$ cat src/sv/e2q_pkg.sv
// Package for the Euler-angle to quaternion converter.
// Payload structs, CORDIC arctangent table and fixed constants; no dependencies.
package e2q_pkg;

  typedef struct packed {
    logic signed [31:0] pos_x;
    logic signed [31:0] pos_y;
    logic signed [31:0] pos_z;
    logic signed [15:0] roll_angle;
    logic signed [15:0] pitch_angle;
    logic signed [15:0] yaw_angle;
  } pose_in_t;

  typedef struct packed {
    logic signed [31:0] out_pos_x;
    logic signed [31:0] out_pos_y;
    logic signed [31:0] out_pos_z;
    logic signed [15:0] quat_w;
    logic signed [15:0] quat_x;
    logic signed [15:0] quat_y;
    logic signed [15:0] quat_z;
  } pose_out_t;

  localparam logic signed [34:0] HalfToTurn = 35'sd2734261102;
  localparam logic signed [34:0] CordicGain = 35'sd652032874;

  typedef logic signed [34:0] cw_t;

  typedef struct packed {
    cw_t x;
    cw_t y;
    cw_t z;
    logic flip;
  } rot_t;

  // rotation state for roll, pitch, yaw
  typedef struct packed {
    rot_t r;
    rot_t p;
    rot_t y;
  } rot3_t;

  function automatic logic [31:0] atan_turn(input int i);
    logic [31:0] t;
    unique case (i)
      0: t = 32'h20000000;  1: t = 32'h12E4051E;  2: t = 32'h09FB385B;
      3: t = 32'h051111D4;  4: t = 32'h028B0D43;  5: t = 32'h0145D7E1;
      6: t = 32'h00A2F61E;  7: t = 32'h00517C55;  8: t = 32'h0028BE53;
      9: t = 32'h00145F2F;  10: t = 32'h000A2F98; 11: t = 32'h000517CC;
      12: t = 32'h00028BE6; 13: t = 32'h000145F3; 14: t = 32'h0000A2FA;
      15: t = 32'h0000517D; 16: t = 32'h000028BE; 17: t = 32'h0000145F;
      18: t = 32'h00000A30; 19: t = 32'h00000518; 20: t = 32'h0000028C;
      21: t = 32'h00000146; 22: t = 32'h000000A3; 23: t = 32'h00000051;
      24: t = 32'h00000029; 25: t = 32'h00000014; 26: t = 32'h0000000A;
      27: t = 32'h00000005; 28: t = 32'h00000003; 29: t = 32'h00000001;
      30: t = 32'h00000001;
      default: t = 32'h00000000;
    endcase
    return t;
  endfunction

endpackage

$ cat src/sv/e2q_cell.sv
// One CORDIC rotation cell, applied to all three angles in lockstep.
// Registered; uses e2q_pkg.
module e2q_cell #(
  parameter int STAGE = 0
) (
  input  logic            clk,
  input  logic            en,
  input  e2q_pkg::rot3_t  din,
  output e2q_pkg::rot3_t  dout
);
  import e2q_pkg::*;

  localparam cw_t Atan = cw_t'({3'b000, atan_turn(STAGE)});

  function automatic rot_t step(input rot_t a);
    rot_t o;
    cw_t dx;
    cw_t dy;
    o = a;
    dx = a.y >>> STAGE;
    dy = a.x >>> STAGE;
    if (!a.z[34]) begin
      o.x = a.x - dx; o.y = a.y + dy; o.z = a.z - Atan;
    end else begin
      o.x = a.x + dx; o.y = a.y - dy; o.z = a.z + Atan;
    end
    return o;
  endfunction

  always_ff @(posedge clk) begin
    if (en) begin
      dout.r <= step(din.r);
      dout.p <= step(din.p);
      dout.y <= step(din.y);
    end
  end
endmodule

$ cat config.mk
export PLATFORM = sky130hd
export DESIGN_NAME = e2q_cell
export DESIGN_NICKNAME = d
export VERILOG_FILES = /design/src/sv/e2q_pkg.sv /design/src/sv/e2q_cell.sv
export SDC_FILE = /design/constraint.sdc
export NUM_CORES = 1
export LEC_CHECK = 0
export BUFFER_PORTS_ARGS = -buffer_cell sky130_fd_sc_hd__buf_2
export CORE_AREA = 2 2 249 251
export CTS_BUF_LIST = sky130_fd_sc_hd__clkbuf_8
export CTS_CLUSTER_DIAMETER = 200
export DETAILED_ROUTE_END_ITERATION = 10
export DIE_AREA = 0 0 251 253
export GPL_TIMING_DRIVEN = 0
export PLACE_DENSITY = 0.7
export SLEW_MARGIN = 40
export SYNTH_ARGS = -nofsm -noshare
export SYNTH_HDL_FRONTEND = slang
export SYNTH_SLANG_ARGS = --single-unit
$ cat constraint.sdc
create_clock -name clk -period 7.8 [get_ports clk]
set_clock_uncertainty 0.1 [all_clocks]
set_input_delay 1.17 -clock clk [delete_from_list [all_inputs] [get_ports clk]]
set_output_delay 1.17 -clock clk [all_outputs]
set_load 0.005 [all_outputs]
==> flow_summary.json <==
{
  "status": "complete, no violations",
  "port_buffers": 636,
  "critical_path.top_delay_family": "compound AO/OA/AOI/OAI gates",
  "core_area_um2": 61000,
  "largest_reg_flops": 315,
  "p_seq_frac": 0.378,
  "die_w_um": 251,
  "critPathMaxStageDelay_ns": 0.68,
  "p_per_area_nw_per_um2": 179,
  "drt_first_iter_violations": 2776,
  "synthArstFlopShare": 0,
  "clk_path_buf_depth": 3,
  "worstPathArrival_ns": 4.83,
  "power_frac_clock": 0.257,
  "ios": 638,
  "hold_violations": 0,
  "postCtsSetupBuffers": 0,
  "synth.distinct_cells": 77,
  "sw_frac_of_total": 0.365,
  "clock-sinks": 315,
  "final_cell_area_um2": 33300,
  "finalSetupViolCount": 0,
  "grt_pass1_vias": 26577,
  "slew_viol_final": 0,
  "worst_pin_slew_ns": 0.967,
  "crit_chain": "buf_2 -> inv_1 -> ha_1 -> fa_1 -> o21ai_0 -> a2111oi_1 -> nor2_1 -> a21oi_1 -> o311ai_0 -> a21oi_1 -> o2111ai_1 -> o21ai_0 -> xnor2_1",
  "synth.top_cells.by_count": "a21oi_1 (440), inv_1 (322), ha_1 (318), edfxtp_1 (315), nor2_1 (264)",
  "yosysSeqAreaShare": 0.339,
  "synthAdderAreaFrac": 0.151,
  "route.detailed.drc": 0,
  "synthTopCellsByArea": "edfxtp_1 (34%), ha_1 (14%), a21oi_1 (7.9%)",
  "holdBufCountCts": 0,
  "grt_pass1_wl_um": 161000,
  "dpl_cell_area_um2": 32200,
  "final_cells": 4748,
  "regMostFlops": "dout",
  "grt_overflow": 0,
  "synthXorXnorAreaFrac": 0.0654,
  "drive_gt1_frac": 0.202,
  "vdd_drop_max_mv": 0.149,
  "cts_buffers": 55,
  "cp-end-kind": "flip-flop",
  "start_kind": "input pin",
  "final_core_util": 0.546,
  "reg_top3": "dout (315)",
  "fmax_mhz": 222,
  "fin_nets": 4541,
  "syn_area_um2": 27900,
  "synth_enable_flop_cells": 315,
  "initial_core_util": 0.457,
  "p_int_w": 0.00378,
  "gp_congestion": 1.01,
  "tns_ns": 0,
  "dp.cells": 4624,
  "grt.total_usage": 0.331,
  "cts-resized-gates": 0,
  "period_minus_slack_ns": 4.51,
  "synthCells": 3194,
  "htreeDepth": 2,
  "clk_pin_slew_ns": 0.07,
  "clockRootBuffer": "clkbuf_8",
  "ys_warn_count": 0,
  "cap_violations": 0,
  "power.leakage_nw": 15.0,
  "yosysTopAreaCell": "edfxtp_1",
  "dp_hpwl_um": 89200,
  "grt_max_degree": 80,
  "synth_fp_nets": 3844,
  "slew_headroom": 0.351,
  "vias_per_cell": 5.89,
  "synth.most_common_cell": "a21oi_1",
  "synth.area.mux_share": 0.0151,
  "power.switching_w": 0.00217,
  "crit_buf_inv": 2,
  "synth-simple-area-share": 0.123,
  "routed_wl_um": 111000,
  "path_max_fanout": 4,
  "synth_top_area_frac": 0.339,
  "drtPass1Iterations": 6,
  "cts_tree": "done",
  "drt-wirelength-per-cell_um": 23.3,
  "dieArea_um2": 63500,
  "final_antenna_net_count": 0,
  "dr_total_vias": 27959,
  "critPathSlowestCell": "o21ai_0",
  "crit_required_ns": 8.11,
  "path_class": "in2reg",
  "dieHeight_um": 253,
  "antenna_found_initial": 33,
  "postSynthAreaPerCell_um2": 8.73,
  "rows": 91,
  "syn_to_final_growth_pct": 19.6,
  "ys_seq_elements": 315,
  "synth_compound_area_frac": 0.239,
  "fin_crit_sh": 0.579,
  "ys.flop_type": "edfxtp_1",
  "synth_top_family_by_area": "compound AO/OA/AOI/OAI gates",
  "p_comb_frac": 0.364,
  "rsz0062_at_grt": "false",
  "holdCritPathClass": "in2reg"
}
-- per-layer routing --
layer  GRT usage  share of wire  vias up
li1            -              -    12850
met1       0.429           0.41    13235
met2       0.532           0.45     1589
met3      0.0777          0.098      267
met4       0.137          0.039       18
met5           0        0.00098        -
-- power by group through the flow --
stage	registers [W]	clock network, W	logic, W
6_report	0.00225	0.00153	0.00217
5_1_grt	0.00227	0.00163	0.00232
4_1_cts	0.00225	0.00157	0.00212
3_5_place_dp	0.00228	0	0.00210
3_3_place_gp	0.00229	0	0.00211
2_1_floorplan	0.00232	0	0.00116
-- stage by stage --
step           setup slack [ns]  total power, W  hold WS [ns]
2_1_floorplan              3.82         0.00347          1.17
3_3_place_gp              0.807         0.00440          1.25
3_5_place_dp               2.71         0.00439          1.25
4_1_cts                    3.44         0.00594         0.517
5_1_grt                    3.25         0.00623         0.532
6_report                   3.29         0.00595         0.566
-- worst paths after layout --
| path | startpoint | to | slack, ns | cells after the start |
|---|---|---|---|---|
| max | din[248] | dout[282]$_DFFE_PP_ | 3.29 | 13 |
| min | din[110] | dout[110]$_DFFE_PP_ | 0.57 | 1 |
-- cells in the final DEF (no fill, tap or decap), types with 20 or more instances in the layout --
| master | netlist | final |
|---|---|---|
| clkinv_1 | 18 | 30 |
| nand3_1 | 33 | 33 |
| nand2b_1 | 31 | 31 |
| a211oi_1 | 21 | 20 |
| nand4_1 | 41 | 41 |
| buf_1 | 30 | 25 |
| nand2_1 | 171 | 171 |
| clkbuf_1 | 79 | 72 |
| ha_1 | 318 | 318 |
| edfxtp_1 | 315 | 315 |
| a21oi_1 | 440 | 440 |
| nor3_1 | 57 | 57 |
| nor2_1 | 264 | 264 |
| buf_2 | 23 | 663 |
| o31ai_1 | 35 | 34 |
| a31oi_1 | 25 | 25 |
| diode_2 | 0 | 25 |
| o21ai_0 | 226 | 226 |
| inv_1 | 322 | 332 |
| xor2_1 | 24 | 24 |
| nor2b_1 | 30 | 30 |
| clkbuf_8 | 0 | 55 |
| a21o_1 | 83 | 83 |
| xnor2_1 | 184 | 184 |
| nor4_1 | 24 | 24 |
| o21bai_1 | 85 | 85 |
| mux2i_1 | 42 | 42 |
-- cell type report --
class                   instances  area (µm²)
inverters                     340        1280
clock inverters                44         319
repair buffers                640        3300
diodes                         25        62.6
multi-input cells            2401       16600
fillers                      5925       27700
flip-flops and latches        315        9460
plain buffers                 138         586
well taps                     790         988
clock buffers                  55         757
-- kinds of logic after synthesis --
| family | after synthesis |
|---|---|
| AO/OA/AOI/OAI | 1089 |
| AND/OR/NAND/NOR | 732 |
| buffers and inverters | 478 |
| adder cells (fa/ha/maj) | 330 |
| flip-flops | 315 |
| XOR/XNOR | 208 |
| multiplexers | 42 |
Note: power is estimated with default switching activity, not from simulation.
